[config.mk]
export PLATFORM = sky130hd
export DESIGN_NAME = iambic_morse_keyer_core
export DESIGN_NICKNAME = d
export VERILOG_FILES = /design/src/design/imk_pkg.sv /design/src/design/imk_step.sv /design/src/design/iambic_morse_keyer_core.sv
export SDC_FILE = /design/constraint.sdc
export NUM_CORES = 1
export LEC_CHECK = 0
export CAP_MARGIN = 25
export CORE_MARGIN = 10
export CORE_UTILIZATION = 35
export DETAILED_ROUTE_END_ITERATION = 6
export DONT_BUFFER_PORTS = 1
export PLACE_DENSITY = 0.54
export RECOVER_POWER = 50
export SLEW_MARGIN = 0
export SYNTH_ARGS = -nofsm -noshare
export SYNTH_HDL_FRONTEND = slang
export SYNTH_SLANG_ARGS = --single-unit
export TNS_END_PERCENT = 20
[constraint.sdc]
create_clock -name clk -period 12.15 [get_ports clk]
set_input_delay 1.8225 -clock clk [delete_from_list [all_inputs] [get_ports clk]]
set_output_delay 1.8225 -clock clk [all_outputs]
set_load 0.02 [all_outputs]
[src/design/imk_pkg.sv]
// imk_pkg: types, codes and the unit-length table for the iambic keyer
// no dependencies; used by imk_step and iambic_morse_keyer_core
`timescale 1ns / 1ps

package imk_pkg;

  typedef enum logic [1:0] {
    EL_NONE = 2'd0,
    EL_DIT  = 2'd1,
    EL_DAH  = 2'd2
  } el_t;

  typedef enum logic [1:0] {
    REQ_NONE = 2'd0,
    REQ_DIT  = 2'd1,
    REQ_DAH  = 2'd2,
    REQ_BOTH = 2'd3
  } req_t;

  typedef enum logic [2:0] {
    EV_NONE     = 3'd0,
    EV_DIT_END  = 3'd1,
    EV_DAH_END  = 3'd2,
    EV_CHAR_GAP = 3'd3,
    EV_WORD_SPC = 3'd4
  } ev_t;

  localparam logic [5:0]  WPM_MIN   = 6'd5;
  localparam logic [5:0]  WPM_MAX   = 6'd60;
  localparam logic [5:0]  WPM_RESET = 6'd22;
  localparam logic [9:0]  PHASE_MAX = 10'd1023;
  localparam logic [10:0] IDLE_MAX  = 11'd2047;

  // 1200 / wpm for wpm = 5 .. 60
  localparam logic [7:0] UNIT_TABLE [0:55] = '{
    8'd240, 8'd200, 8'd171, 8'd150, 8'd133, 8'd120, 8'd109, 8'd100,
    8'd92,  8'd85,  8'd80,  8'd75,  8'd70,  8'd66,  8'd63,  8'd60,
    8'd57,  8'd54,  8'd52,  8'd50,  8'd48,  8'd46,  8'd44,  8'd42,
    8'd41,  8'd40,  8'd38,  8'd37,  8'd36,  8'd35,  8'd34,  8'd33,
    8'd32,  8'd31,  8'd30,  8'd30,  8'd29,  8'd28,  8'd27,  8'd27,
    8'd26,  8'd26,  8'd25,  8'd25,  8'd24,  8'd24,  8'd23,  8'd23,
    8'd22,  8'd22,  8'd21,  8'd21,  8'd21,  8'd20,  8'd20,  8'd20
  };

  typedef struct packed {
    logic dit_pressed;
    logic dah_pressed;
  } in_beat_t;

  typedef struct packed {
    logic       key_on;
    logic [2:0] event_res;
  } out_beat_t;

  // lengths derived from the speed register
  typedef struct packed {
    logic [7:0]  unit;
    logic [9:0]  dah_len;
    logic [10:0] char_lim;
    logic [10:0] word_lim;
  } timing_t;

  typedef struct packed {
    el_t         active;
    el_t         previous;
    req_t        pending;
    logic        in_cooldown;
    logic [9:0]  phase;
    logic [10:0] idle;
    logic        char_pending;
    logic        space_sent;
    logic        key_level;
  } state_t;

  function automatic timing_t timing_for(input logic [5:0] wpm);
    logic [5:0]  w;
    logic [7:0]  u;
    logic [10:0] u11;
    timing_t     t;
    if (wpm < WPM_MIN) begin
      w = WPM_MIN;
    end else if (wpm > WPM_MAX) begin
      w = WPM_MAX;
    end else begin
      w = wpm;
    end
    u   = UNIT_TABLE[w - WPM_MIN];
    u11 = {3'b000, u};
    t.unit     = u;
    t.dah_len  = {2'b00, u} + {1'b0, u, 1'b0};
    t.char_lim = (u11 << 2) + u11;
    t.word_lim = (u11 << 3) - u11;
    return t;
  endfunction

endpackage

[src/design/imk_step.sv]
// imk_step: next-state and result logic for one 1 ms tick of the keyer
// depends on imk_pkg
`timescale 1ns / 1ps

module imk_step (
  input  imk_pkg::state_t    cur,
  input  imk_pkg::timing_t   tim,
  input  imk_pkg::in_beat_t  beat,
  output imk_pkg::state_t    nxt,
  output imk_pkg::out_beat_t res
);

  imk_pkg::state_t s;
  imk_pkg::ev_t    ev;
  logic            ended;
  logic [9:0]      len;

  always_comb begin
    s     = cur;
    ev    = imk_pkg::EV_NONE;
    ended = 1'b0;
    len   = (cur.active == imk_pkg::EL_DAH) ? tim.dah_len : {2'b00, tim.unit};

    // running element or cooldown
    if (s.active != imk_pkg::EL_NONE) begin
      if (s.phase < imk_pkg::PHASE_MAX) begin
        s.phase = s.phase + 10'd1;
      end
      if (!s.in_cooldown) begin
        if (s.phase >= len) begin
          s.key_level    = 1'b0;
          ev             = (s.active == imk_pkg::EL_DAH) ? imk_pkg::EV_DAH_END
                                                          : imk_pkg::EV_DIT_END;
          s.in_cooldown  = 1'b1;
          s.phase        = '0;
          s.idle         = '0;
          s.char_pending = 1'b1;
          ended          = 1'b1;
        end
      end else if (s.phase >= {2'b00, tim.unit}) begin
        s.in_cooldown = 1'b0;
        s.phase       = '0;
        s.active      = imk_pkg::EL_NONE;
      end
    end
    if (!ended && s.idle < imk_pkg::IDLE_MAX) begin
      s.idle = s.idle + 11'd1;
    end

    // paddle request latch
    if (beat.dit_pressed && beat.dah_pressed) begin
      s.pending = imk_pkg::REQ_BOTH;
    end else if (beat.dit_pressed) begin
      if (s.active != imk_pkg::EL_DIT) begin
        s.pending = imk_pkg::REQ_DIT;
      end
    end else if (beat.dah_pressed) begin
      if (s.active != imk_pkg::EL_DAH) begin
        s.pending = imk_pkg::REQ_DAH;
      end
    end

    // element start
    if (s.active == imk_pkg::EL_NONE) begin
      priority if (s.pending == imk_pkg::REQ_DIT ||
                   (s.pending == imk_pkg::REQ_BOTH && s.previous == imk_pkg::EL_DAH)) begin
        s.key_level   = 1'b1;
        s.active      = imk_pkg::EL_DIT;
        s.previous    = imk_pkg::EL_DIT;
        s.in_cooldown = 1'b0;
        s.phase       = '0;
        s.space_sent  = 1'b0;
      end else if (s.pending == imk_pkg::REQ_DAH ||
                   (s.pending == imk_pkg::REQ_BOTH && s.previous == imk_pkg::EL_DIT)) begin
        s.key_level   = 1'b1;
        s.active      = imk_pkg::EL_DAH;
        s.previous    = imk_pkg::EL_DAH;
        s.in_cooldown = 1'b0;
        s.phase       = '0;
        s.space_sent  = 1'b0;
      end else begin
        s.active = imk_pkg::EL_NONE;
      end
      s.pending = imk_pkg::REQ_NONE;
    end

    // word space, else character gap
    if (s.active == imk_pkg::EL_NONE) begin
      if (!s.space_sent && s.idle > tim.word_lim) begin
        s.space_sent = 1'b1;
        ev           = imk_pkg::EV_WORD_SPC;
      end else if (s.char_pending && s.idle > tim.char_lim) begin
        s.char_pending = 1'b0;
        ev             = imk_pkg::EV_CHAR_GAP;
      end
    end

    nxt           = s;
    res.key_on    = s.key_level;
    res.event_res = ev;
  end

endmodule

[src/design/iambic_morse_keyer_core.sv]
// iambic_morse_keyer_core: iambic paddle keyer, one result beat per 1 ms tick beat
// depends on imk_pkg and imk_step
`timescale 1ns / 1ps

// channel  direction  handshake              payload
// in_      input      in_valid / in_ready    imk_pkg::in_beat_t  (dit, dah levels)
// out_     output     out_valid / out_ready  imk_pkg::out_beat_t (key_on, event_res)
// cfg_     input      cfg_valid / cfg_ready  6-bit words_per_minute
//
// one tick beat per clock while in_ready; each yields exactly one result next cycle
// the whole tick is evaluated in one pass through imk_step into the result register
// in_ready stays high while the result register is empty or being drained
// cfg_ready is always high; the speed table lookup is registered at the write
// reset (synchronous, active low) loads 22 wpm and an idle keyer

module iambic_morse_keyer_core (
  input  logic                clk,
  input  logic                rst_n,
  input  logic                in_valid,
  output logic                in_ready,
  input  imk_pkg::in_beat_t   in_data,
  output logic                out_valid,
  input  logic                out_ready,
  output imk_pkg::out_beat_t  out_data,
  input  logic                cfg_valid,
  output logic                cfg_ready,
  input  logic [5:0]          cfg_data
);

  imk_pkg::state_t    state_r;
  imk_pkg::state_t    state_nxt;
  imk_pkg::timing_t   timing_r;
  imk_pkg::out_beat_t out_r;
  imk_pkg::out_beat_t out_nxt;
  logic               out_valid_r;
  logic               in_fire;

  // output register frees up in the same cycle it is drained
  assign in_ready  = !out_valid_r || out_ready;
  assign in_fire   = in_valid && in_ready;
  assign cfg_ready = 1'b1;
  assign out_valid = out_valid_r;
  assign out_data  = out_r;

  imk_step u_step (
    .cur  (state_r),
    .tim  (timing_r),
    .beat (in_data),
    .nxt  (state_nxt),
    .res  (out_nxt)
  );

  // speed register: unit, dah length and gap limits precomputed on write
  always_ff @(posedge clk) begin
    if (!rst_n) begin
      timing_r <= imk_pkg::timing_for(imk_pkg::WPM_RESET);
    end else if (cfg_valid && cfg_ready) begin
      timing_r <= imk_pkg::timing_for(cfg_data);
    end
  end

  // keyer state advances once per accepted tick beat
  always_ff @(posedge clk) begin
    if (!rst_n) begin
      state_r.active       <= imk_pkg::EL_NONE;
      state_r.previous     <= imk_pkg::EL_NONE;
      state_r.pending      <= imk_pkg::REQ_NONE;
      state_r.in_cooldown  <= 1'b0;
      state_r.phase        <= '0;
      state_r.idle         <= '0;
      state_r.char_pending <= 1'b0;
      state_r.space_sent   <= 1'b1;
      state_r.key_level    <= 1'b0;
    end else if (in_fire) begin
      state_r <= state_nxt;
    end
  end

  // result register; payload needs no reset
  always_ff @(posedge clk) begin
    if (!rst_n) begin
      out_valid_r <= 1'b0;
    end else if (in_fire) begin
      out_valid_r <= 1'b1;
    end else if (out_ready) begin
      out_valid_r <= 1'b0;
    end
  end

  always_ff @(posedge clk) begin
    if (in_fire) begin
      out_r <= out_nxt;
    end
  end

  // key is only on inside an element, never during its cooldown
  a_key_in_element: assert property (@(posedge clk) disable iff (!rst_n)
    state_r.key_level |-> (state_r.active != imk_pkg::EL_NONE && !state_r.in_cooldown))
    else $error("key on outside an element");

  // a latched request never survives a tick with no element running
  a_req_cleared: assert property (@(posedge clk) disable iff (!rst_n)
    (state_r.pending != imk_pkg::REQ_NONE) |-> (state_r.active != imk_pkg::EL_NONE))
    else $error("request left pending while idle");

  // an element-end event always comes with the key dropped
  a_end_key_off: assert property (@(posedge clk) disable iff (!rst_n)
    (out_valid_r && (out_r.event_res == imk_pkg::EV_DIT_END ||
                     out_r.event_res == imk_pkg::EV_DAH_END)) |-> !out_r.key_on)
    else $error("element end reported with key on");

  // result beat mirrors the key level held in the state
  a_key_mirror: assert property (@(posedge clk) disable iff (!rst_n)
    out_valid_r |-> (out_r.key_on == state_r.key_level))
    else $error("result key level differs from state");

endmodule
**After elaboration in Yosys (flattened, before gate mapping)**

Memories as Yosys holds them, arrays and structs flattened.
Cells that the tools add are included.

- Register bits after elaboration: 76
- Bits in read-only memories: 512
- Bits of input ports: 13
- Output and inout port bits: 7
- Word-level logic and storage cells: 111
- Memories kept: 1

- $add $sub $neg: 6
- Magnitude comparators: 9
- Eq/ne operators: 8
- Mux-type cells: 51
- Bitwise logic cells: 1
- Reduce and logical (&&, ||, !) cells: 19

Memories:

| memory | words | bits a word | read ports | clocked after Yosys merged registers in | wr ports | line | RTL |
|---|---|---|---|---|---|---|---|
| (no name shown) | 64 | 8 | 1 | 0 | 0 | imk_pkg.sv:87 | `u = UNIT_TABLE[w - WPM_MIN];` |

Operator list:

| cell | count |
|---|---|
| $mux W11 | 5 |
| $mux W23 | 2 |
| $mux W10 | 3 |
| $mux W2 | 15 |
| $mux W6 | 4 |
| $gt A11 B11 Y1 | 2 |
| $mux W3 | 6 |
| $mux W17 | 1 |
| $mux W8 | 2 |
| $mux W12 | 1 |
| $add A10 B8 Y11 | 1 |
| $add A11 B1 Y11 const B | 1 |
| $lt A11 B11 Y1 const B | 1 |
| $mux W1 | 11 |
| $sub A11 B8 Y11 | 1 |
| $add A10 B1 Y10 const B | 1 |
| $add A8 B9 Y10 | 1 |
| $ge A10 B10 Y1 | 1 |
| $ge A10 B8 Y1 | 1 |
| $lt A10 B10 Y1 const B | 1 |
| $eq A2 B2 Y1 const B | 4 |
| $ge A7 B7 Y1 const B | 1 |
| $logic_and A1 B1 Y1 | 7 |
| $not A6 Y7 | 1 |
| other kinds (12) | 20 |

**Logic depth before layout (Yosys ltp)**

Gate-level depths: netlist (run 1).

- Depth after elaboration: 22
- Depth in mapped cells: 30

**Hierarchy**

Synthesis (run 1) repeated with hierarchy kept, for this count alone.

- Cell total of the unflattened synthesis: 858
- Area total of the unflattened synthesis: 6487.5 um2

Modules (own cells, without submodules):

| module | times used | cells an instance | area an instance (um2) | seq. area each (um2) |
|---|---|---|---|---|
| iambic_morse_keyer_core | 1 | 534 | 4314.1 | 1461.4 |
| imk_step | 1 | 324 | 2173.3 | 0.0 |

**Least setup slack after synthesis (run 1)**

OpenSTA, ideal clock, no wires.

- Kind: input port to flip-flop
- From: input port cfg_data[4]
- To: register timing_r[30] (netlist name)
- Data arrival time: 5.941 ns
- Required time: 12.022 ns
- Slack: 6.081 ns
- Stages on the path: 22
- Path through: nor2_1 > a21oi_1 > a21oi_1 > inv_1 > ha_1 > clkbuf_1 > or2_1 > o211ai_4 > a21oi_1 > a2111oi_0 > nand3b_1 > inv_1 > ha_1 > a21o_1 > a21o_1 > a21o_1 > a21o_1 > a21oi_1 > o21bai_1 > xnor2_1 > mux2i_1 > nor2_1

- Cells in the longest elaborated chain, start to end: 11
- Elaborated cells on any way between the ends: 12

RTL lines:

| element | line | RTL |
|---|---|---|
| start, declared | iambic_morse_keyer_core.sv:27 | `input logic [5:0] cfg_data` |
| $gt A6 B6 Y1 | imk_pkg.sv:82 | `end else if (wpm > WPM_MAX) begin` |
| $mux W6 | imk_pkg.sv:82 |  |
| $mux W6 (*) | imk_pkg.sv:80 | `if (wpm < WPM_MIN) begin` |
| $mux W6 (*) | iambic_morse_keyer_core.sv:57 | `end else if (cfg_valid && cfg_ready) begin` |
| $mux W6 (*) | iambic_morse_keyer_core.sv:55 | `if (!rst_n) begin` |
| $sub A6 B3 Y6 (*) | imk_pkg.sv:87 |  |
| $not A6 Y7 (implied by the code) (*) | imk_pkg.sv:87 |  |
| $mem_v2 Z64 W8 (*) | -- |  |
| $mux W8 (implied by the code) (*) (2 in series) | imk_pkg.sv:87 |  |
| $add A8 B9 Y10 (*) | imk_pkg.sv:90 | `t.dah_len = {2'b00, u} + {1'b0, u, 1'b0};` |
| end signal, assigned | iambic_morse_keyer_core.sv:56 | `timing_r <= imk_pkg::timing_for(imk_pkg::WPM_RESET);` |
| end signal, assigned | iambic_morse_keyer_core.sv:58 | `timing_r <= imk_pkg::timing_for(cfg_data);` |
| end, declared | iambic_morse_keyer_core.sv:32 | `imk_pkg::timing_t timing_r;` |

Mark *: on every way between the ends. The rest lies on a longest branch, timed or not. The select of a mux whose other input is x is not followed.
A chain may end at the register's enable or synchronous reset.

**Worst setup path after layout (run 1)**

- From: input port cfg_data[4]
- To: register timing_r[20] (netlist name)

- Cells in the longest elaborated chain, start to end: 11
- Elaborated cells on any way between the ends: 12

RTL lines:

| element | line | RTL |
|---|---|---|
| $gt A6 B6 Y1 | imk_pkg.sv:82 |  |
| $mux W6 | imk_pkg.sv:82 |  |
| $mux W6 (*) | imk_pkg.sv:80 |  |
| $mux W6 (*) | iambic_morse_keyer_core.sv:57 |  |
| $mux W6 (*) | iambic_morse_keyer_core.sv:55 |  |
| $sub A6 B3 Y6 (*) | imk_pkg.sv:87 |  |
| $not A6 Y7 (implied by the code) (*) | imk_pkg.sv:87 |  |
| $mem_v2 Z64 W8 (*) | -- |  |
| $mux W8 (implied by the code) (*) (2 in series) | imk_pkg.sv:87 |  |
| $add A10 B8 Y11 (*) | imk_pkg.sv:91 | `t.char_lim = (u11 << 2) + u11;` |

Marked as above.

==> metrics, run 1 <==
status=complete, no violations; CTS tree=yes; CP max stage delay=660 ps; Arrival @ worst endpoint=7280 ps; #FFs+latches synth=a little over 70; # rows=48; Starting Density=35.83%; sequential area share after synthesis=23.50%; final hold vios=0; Cell Pwr Density=122.4 nW/um^2; Worst Skew=7.443 ps; leading area contributor after synthesis=dfxtp_1; Post-CTS Hold Fix Bufs=0; max cap viols=0; final wirelength=15500 um; Final min period=approximately 7100 ps; GP Congestion=0.8442; count leader, synth=nand2_1; Worst EP required=12300 ps; CP Cell Sequence=nor2_1 -> a21oi_1 -> a21oi_1 -> inv_1 -> ha_1 -> or2_0 -> o211ai_1 -> clkinvlp_2 -> nand2_1 -> nand2b_1 -> nand2_1 -> a311oi_1 -> a31oi_1 -> inv_1 -> ha_1 -> a21o_1 -> a21o_1 -> a21o_1 -> a21oi_1 -> nor2b_1 -> o21ai_0 -> xnor2_1 -> a211oi_1; Worst-path clk slew=50 ps; DR iter-0 viols=approximately 210; CP bufs+invs=3; TNS Setup=0 ps; total I/O pin count=20; worst min path class=flip-flop to flip-flop; RSZ-0062 raised after global routing=false; fin. max-slew vios=0; share of cells above drive strength 1=5.556%; Final Net Count=~840; DRC=0; CP Capture Type=flip-flop; antenna violations before repair=0; cts repair resizes=0; multi-input logic area=4267 sq um; vias in the first global route=4880; Leakage Power=2.813 nW; H-tree depth=3; post-CTS setup buffer count=0; fmax=140.1 MHz; synth cell count leaders=nand2_1, nor2_1, ha_1, dfxtp_1, a21oi_1; Syn Area/Cell=roughly 8.0 sq um; CORE AREA=17360 sq um; clock sink count=71; top cell type's share of synthesized area=a little over a fifth; total power=roughly 0.79 mW; CTS buffer count=9; latest clock arrival within the worst-skew pair=330 ps; ys async rst share=0%; EDFF count, synth=4; die width=153.3 um; maximum fanout along the worst path=13; synthesized area=roughly 6200 sq um; area post-placement=6277 sq um; DR WL/cell=15.80 um; global-route wire length before repair=25720 um; drt pass-1 iters=4; die height=between 150 and 200 um; routed via count=around 5300; Final period util=58.74%; PortBufs=0; ant diodes=0; Routed Antenna Nets=0; CP Class=primary input to flip-flop; Peak VDD IR=0.00005461 V; Clock Tree Buf Depth=2; Post-Syn Instances=780; final instance area=6482 sq um; Worst-Margin Slew=1378 ps; root buf cell=clkbuf_16; GRT Util Overall=around 13%; post-synthesis cell type count=90; number of vias per cell=5.386; top area cells in the synthesized netlist=dfxtp_1, ha_1, a21oi_1; detailed placer's ending HPWL=between 10000 and 15000 um; FF+latch area=1461 sq um; Slowest cell on crit path=o211ai_1; Final Setup Violations=0; relative slew slack=between 7 and 8%; top cell family by delay on the critical path=compound AO/OA/AOI/OAI gates; crit start category=primary input; largest net degree at the start of global routing=54; Ys Warns=0; synthesis-to-finish area growth=4.246%; grt ovf=0; syn nets=865; fill cell count=1823; die area=23500 sq um; top_reg_cell synth=dfxtp_1
-- flip-flops by register name, indices dropped and copies added, names as in the netlist --
signal and flops:
timing_r 35, out_data 4, out_valid 1, state_r 31
-- stage by stage --
stage               setup WS [ps]  utilization, %  instances  hold slack (ps)
floorplan                    6081               -        780            434.2
global placement             5252           36.17        965            447.5
detailed placement           5263           36.17        965            447.9
CTS                          5222           37.72        980            455.5
global route                 4341           37.35        981            474.9
finish                       5013           37.35        981            452.8
-- layout by cell type, fill, tap and decap left out, types with 12 or more instances in the layout --
cell type and n:
o21ai_0 32, nor2_1 72, inv_1 51, ha_1 70, o211ai_1 13, xor2_1 14, xnor2_1 18, nor2b_1 12
a21oi_1 62, dfxtp_1 67, nand3_1 25, o21a_1 14, nand2_1 80, nor3_1 16, a21o_1 23, a211oi_1 12
nand4_1 15
-- worst register-to-register path: cells and delay by family, from the launching register on --
family / cells / cell delay, ps
XOR/XNOR: 2 / 460
adder cells (fa/ha/maj): 4 / 1120
flip-flops: 1 / 460
AND/OR/NAND/NOR: 15 / 3000
AO/OA/AOI/OAI: 7 / 1630
-- report_power, final --
group / total, mW / switching, mW / leakage (nW) / internal [mW]
Clock: 0.245 / 0.0965 / 0.133 / 0.148
Sequential: 0.271 / 0.0132 / 0.589 / 0.258
Combinational: 0.278 / 0.163 / 2.09 / 0.115
-- worst paths after layout --
path | startpoint | to | slack (ps) | cells past startpoint
max | cfg_data[4] | timing_r[20]$_SDFFE_PN0P_ | 5010 | 23
min | state_r[0]$_SDFFE_PN0P_ | state_r[0]$_SDFFE_PN0P_ | 450 | 2
max reg2reg | state_r[14]$_SDFFE_PN0P_ | out_data[0]$_DFFE_PP_ | 5220 | 28
min reg2reg | state_r[0]$_SDFFE_PN0P_ | state_r[0]$_SDFFE_PN0P_ | 450 | 2
-- layer usage --
metal / GRT usage, % / share of wire (%) / vias to the layer above
li1: - / - / 2752
met2: 20.96 / 46 / 64
met5: 0 / 0 / -
met1: 17.37 / 50 / 2451
met3: 1.992 / 2.9 / 17
met4: 3.633 / 1.4 / 0
-- final cells by class --
cell class	instances	area share, %
Clock buffer	14	4.073
Clock inverter	1	0.07721
Multi-Input combinational cell	617	65.82
Tap cell	225	4.343
Inverter	52	3.030
Sequential cell	71	22.54
Timing Repair Buffer	1	0.1158
-- kinds of logic after synthesis --
kind of cell | count (synthesis) | share of synthesized area [%]
compound gates | 222 | 25.73
buf+inv | 92 | 6.841
simple gates | 276 | 22.23
xor+xnor | 32 | 4.507
fa+ha+maj | 73 | 14.89
flops | 71 | 23.50
other cells | 1 | 0.06030
mux | 13 | 2.234
Power figures use the tool's default switching activity.
==> inputs of run 2 (changes only) <==
==> constraint.sdc (replaced) <==
create_clock -name clk -period 7.05 [get_ports clk]
set_input_delay 1.0575 -clock clk [delete_from_list [all_inputs] [get_ports clk]]
set_output_delay 1.0575 -clock clk [all_outputs]
set_load 0.02 [all_outputs]
==> metrics, run 2 (same netlist as run 1, synthesis figures left out) <==
Starting Density=35.83% (unchanged); Final min period=approximately 6500 ps; H-tree depth=3 (unchanged); CP max stage delay=720 ps (+60 ps); GRT Util Overall=12.98% (about the same); Clock Tree Buf Depth=2 (unchanged); # rows=48 (unchanged); Leakage Power=2.864 nW (+1.8%); Worst-Margin Slew=1362 ps (-16.64 ps); Worst-path clk slew=60 ps (about the same); largest net degree at the start of global routing=54 (unchanged); CORE AREA=17360 sq um (unchanged); largest register by flop count=timing_r; Final Setup Violations=0 (unchanged); CP Capture Type=flip-flop; hold path start=state_r[0]$_SDFFE_PN0P_; Worst Skew=7.150 ps (-0.2932 ps); worst min path class=flip-flop to flip-flop; TNS Setup=0 ps (unchanged); die area=23500 sq um (unchanged); fin util=38.12% (+0.77 points); CP dominant cell by count=ha_1; met3 WL=494 um (+9.3%); Final period util=92.79%; Post-CTS Hold Fix Bufs=0 (unchanged); DR iter-0 viols=298 (+39%); antenna violations before repair=0 (unchanged); CTS buffer count=9 (unchanged); Cell Pwr Density=214.8 nW/um^2 (+75%); cell depth of the worst flop-to-flop path=28 (unchanged); synthesis-to-finish area growth=6.398%; Worst EP required=7130 ps (-5170 ps); fin. max-slew vios=0 (unchanged); most frequent cells in the layout=nand2_1, nor2_1, ha_1, dfxtp_1, a21oi_1; share of cells above drive strength 1=7.115% (+1.6 points); ant diodes=0 (unchanged); number of vias per cell=5.377 (-0.17%); die width=153.3 um (unchanged); Slowest cell on crit path=or4b_2; latest clock arrival within the worst-skew pair=340 ps (about the same); Peak VDD IR=0.0001234 V (+130%); final wirelength=15220 um (-1.8%); Highest Signal Layer=met4; fmax=152.9 MHz; relative slew slack=9.132% (+1.7 points); final hold vios=0 (unchanged); status=complete, no violations; crit path from=state_r[14]$_SDFFE_PN0P_; detailed placer's ending HPWL=11550 um (-0.68%); total I/O pin count=20 (unchanged); die height=153.3 um (unchanged); routed via count=5291 (+0.13%); vias in the first global route=5003 (+2.5%); Arrival @ worst endpoint=6620 ps (-660 ps); global-route wire length before repair=25960 um (+0.94%); Final Net Count=839 (+0.24%); clock sink count=71 (unchanged); GP Congestion=0.8340 (-1.2%); drt pass-1 iters=6 (+2); CP Class=flip-flop to flip-flop; CTS tree=yes; met1 WL=7562 um (-2.4%); Hold Path Stages=2 (unchanged); PortBufs=0 (unchanged); maximum fanout along the worst path=9 (-4); DR WL met2=6919 um (-2.4%); Largest register FFs=35 (unchanged); crit start category=flip-flop; grt ovf=0 (unchanged); Routed Antenna Nets=0 (unchanged); R2R Path Start=state_r[14]$_SDFFE_PN0P_; max cap viols=0 (unchanged); DR WL/cell=15.47 um (-2.1%); commonest non-fill, non-tap cell in the layout=nand2_1; post-CTS setup buffer count=0 (unchanged); DRC=0 (unchanged); root buf cell=clkbuf_16
==> run 2: changes by cell type in the layout (fill, tap and decap cells not counted), sizes merged <==
cell / delta
clkinv: +1
bufinv: +1
clkbuf: -2
inv: +1
clkinvlp: +1
buf: +1
==> run 2: repair_timing <==
action | CTS | global route
gates resized for setup | 0 | 2
setup endpoints to repair | 0 | 4
hold endpoints to repair | 0 | 0
==> run 2: per-layer routing <==
layer / track usage (%) / up-vias
met5: 0 / -
met1: 17.42 / 2448
met4: 3.951 / 0
met2: 20.74 / 72
met3: 2.076 / 14
li1: - / 2757
==> run 2: power by group <==
part           internal, mW  leakage (nW)  switching, mW
combinational         0.201          2.13          0.281
sequential            0.444         0.589         0.0229
clock                 0.294         0.147          0.178
==> run 2: worst max-delay path, delay by kind of cell (launching register included) <==
kind | cells | cell delay (ps)
AO/OA/AOI/OAI | 7 | 1480
XOR/XNOR | 2 | 430
adder cells (fa/ha/maj) | 4 | 1100
flip-flops | 1 | 460
AND/OR/NAND/NOR | 15 | 2820
==> run 2: per-stage QoR <==
| stage | power [mW] | hold WS, ps | instance area (sq um) | setup slack (ps) | std cells |
|---|---|---|---|---|---|
| 2_1_floorplan | 0.8676 | 434.2 | 6218 | 1064 | 780 |
| 3_3_place_gp | 0.9626 | 449.7 | 6300 | 532.9 | 968 |
| 3_5_place_dp | 0.9595 | 454.4 | 6300 | 348.1 | 968 |
| 4_1_cts | 1.439 | 462.4 | 6609 | 329.6 | 984 |
| 5_1_grt | 1.527 | 483.8 | 6616 | -12.49 | 984 |
| 6_report | 1.421 | 458.3 | 6616 | 508.6 | 984 |
==> run 2: final cells by class <==
cell class,count,area [sq um]
Fill cell,1781,10740
Multi-Input combinational cell,617,4343
Sequential cell,71,1461
Tap cell,225,281.5
Clock buffer,11,254.0
Inverter,52,202.7
Clock inverter,5,55.05
Timing Repair Buffer,3,18.77
==> run 2: final timing paths <==
| check | slack [ps] | end |
|---|---|---|
| hold / removal | 460 | state_r[0]$_SDFFE_PN0P_ |
| setup reg to reg | 510 | out_data[1]$_DFFE_PP_ |
| hold reg to reg | 460 | state_r[0]$_SDFFE_PN0P_ |
| setup / recovery | 510 | out_data[1]$_DFFE_PP_ |
==> inputs of run 3 (changes only) <==
--- a/config.mk
+++ b/config.mk
@@ -10,7 +10,6 @@
 export CORE_UTILIZATION = 35
 export DETAILED_ROUTE_END_ITERATION = 6
 export DONT_BUFFER_PORTS = 1
-export PLACE_DENSITY = 0.54
 export RECOVER_POWER = 50
 export SLEW_MARGIN = 0
 export SYNTH_ARGS = -nofsm -noshare
==> metrics, run 3 (same netlist as run 1, synthesis figures left out) <==
Most Used Layer, Global Route=met2; status=complete, no violations; ant diodes=0 (unchanged); Final Setup Violations=0 (unchanged); multi-input logic area=4292 sq um (-1.2%); Comb pwr share=34.3% (+0.4 points); vias in the first global route=4942 (-1.2%); crit start category=flip-flop; FF+latch area=1463 sq um (about the same); die width=153.3 um (unchanged); met1 usage in global routing=16.79% (-0.63 points); Peak VDD IR=0.0001086 V (-12%); top cell family by delay on the critical path=simple AND/OR/NAND/NOR gates; Cell Pwr Density=213.8 nW/um^2 (-0.49%); fin. max-slew vios=0 (unchanged); CP max stage delay=720 ps (about the same); Final period util=91.73% (-1.1 points); grt ovf=0 (unchanged); # rows=48 (unchanged); Int Power=0.9251 mW (-1.5%); max cap viols=0 (unchanged); CP Class=flip-flop to flip-flop; number of vias per cell=5.458 (+1.5%); share of cells above drive strength 1=6.447% (-0.67 points); Starting Density=35.83% (unchanged); Final min period=6467 ps (-74.59 ps); Clock Tree Buf Depth=2 (unchanged); total I/O pin count=20 (unchanged); worst min path class=flip-flop to flip-flop; clock sink count=71 (unchanged); P_sw=0.4767 mW (-1.2%); CP Capture Type=flip-flop; GP Congestion=0.8348 (about the same); GRT Util Overall=12.70% (-0.28 points); Arrival @ worst endpoint=6540 ps (-80 ps); Final WS setup=583.2 ps (+74.59 ps); commonest non-fill, non-tap cell in the layout=nand2_1; Routed Antenna Nets=0 (unchanged); relative slew slack=10.30% (+1.2 points); Clk pwr share=32.4% (-0.8 points); TNS Setup=0 ps (unchanged); final hold vios=0 (unchanged); met2 usage=20.59% (-0.14 points); Sw Share=34.01% (+0.053 points); Largest register FFs=35 (unchanged); detailed placer's ending HPWL=11350 um (-1.7%); die height=153.3 um (unchanged); Worst Skew=6.117 ps (-1.033 ps); PortBufs=0 (unchanged); Worst EP required=7120 ps (about the same); CP bufs+invs=0 (unchanged); CTS buffer count=9 (unchanged); largest net degree at the start of global routing=54 (unchanged); H-tree depth=3 (unchanged); largest register by flop count=timing_r; most frequent cells in the layout=nand2_1, nor2_1, ha_1, dfxtp_1, a21oi_1; Post-CTS Hold Fix Bufs=0 (unchanged); fill cell count=1775 (-0.34%); DR WL/cell=15.35 um (-0.74%); root buf cell=clkbuf_16; Final Net Count=840 (+0.12%); Worst-Margin Slew=1344 ps (-17.55 ps); CTS tree=yes; Seq pwr share=33.3% (+0.5 points); die area=23500 sq um (unchanged); DRC=0 (unchanged); DR iter-0 viols=356 (+19%); RSZ-0062 raised after global routing=false; antenna violations before repair=0 (unchanged); CP dominant cell by count=ha_1; routed via count=5376 (+1.6%); Post-Place Setup Slack=449.0 ps (+100.9 ps); maximum fanout along the worst path=8 (-1); fmax=154.6 MHz (+1.2%); Worst-path clk slew=50 ps (about the same); Slowest cell on crit path=or4b_2; final wirelength=15120 um (-0.64%); synthesis-to-finish area growth=5.433%; Leakage Power=2.856 nW (-0.25%); drt pass-1 iters=5 (-1); global-route wire length before repair=25540 um (-1.6%); latest clock arrival within the worst-skew pair=330 ps (about the same); GR met3 Demand/Resource=1.936% (-0.14 points); CORE AREA=17360 sq um (unchanged)
## run 3: worst paths after layout
| path | start | endpoint | slack [ps] | depth (start not counted) |
|---|---|---|---|---|
| max | state_r[14]$_SDFFE_PN0P_ | out_data[0]$_DFFE_PP_ | 580 | 28 |
| min | state_r[0]$_SDFFE_PN0P_ | state_r[0]$_SDFFE_PN0P_ | 460 | 2 |
| max reg2reg | state_r[14]$_SDFFE_PN0P_ | out_data[0]$_DFFE_PP_ | 580 | 28 |
| min reg2reg | state_r[0]$_SDFFE_PN0P_ | state_r[0]$_SDFFE_PN0P_ | 460 | 2 |
## run 3: power groups by stage
stage	combinational (mW)	sequential (mW)	clock, mW
2_1_floorplan	0.399	0.468	0
3_3_place_gp	0.481	0.474	0
3_5_place_dp	0.483	0.475	0
4_1_cts	0.487	0.467	0.462
5_1_grt	0.547	0.471	0.481
6_report	0.481	0.467	0.454
## run 3: per-layer routing
metal	wire length (um)	up-vias	share of wire, %
li1	-	2762	-
met1	7363	2475	49
met2	6885	123	46
met3	637	16	4.2
met4	238	0	1.6
met5	0	-	0
## run 3: layout make-up
cell class | instances | share of cell area, %
tap | 225 | 4.294
inverter | 52 | 3.092
sequential | 71 | 22.31
clock buffer | 12 | 3.760
clock inverter | 4 | 0.6870
timing repair buffer | 4 | 0.4008
multi-input combinational | 617 | 65.46
## run 3: what timing repair did
action                     CTS  global route
setup endpoints to repair    0             3
hold endpoints to repair     0             0
resized for setup            0             2
buffers inserted             0             1
## run 3: worst register-to-register path, delay by kind of cell, from the launching register on
family,cells,cell delay (ps)
compound gates,7,1480
xor+xnor,2,420
fa+ha+maj,4,1080
flops,1,390
simple gates,15,2820
## run 3: per-stage QoR
stage | power [mW] | hold WS [ps] | cell area (sq um) | std cells | util [%]
after floorplan | 0.8676 | 434.2 | 6218 | 780 | -
after global placement | 0.9557 | 449.3 | 6300 | 968 | 36.30
after detailed placement | 0.9581 | 451.6 | 6300 | 968 | 36.30
after CTS | 1.416 | 459.0 | 6591 | 984 | 37.98
after global routing | 1.499 | 495.4 | 6556 | 985 | 37.77
final | 1.402 | 458.7 | 6556 | 985 | 37.77
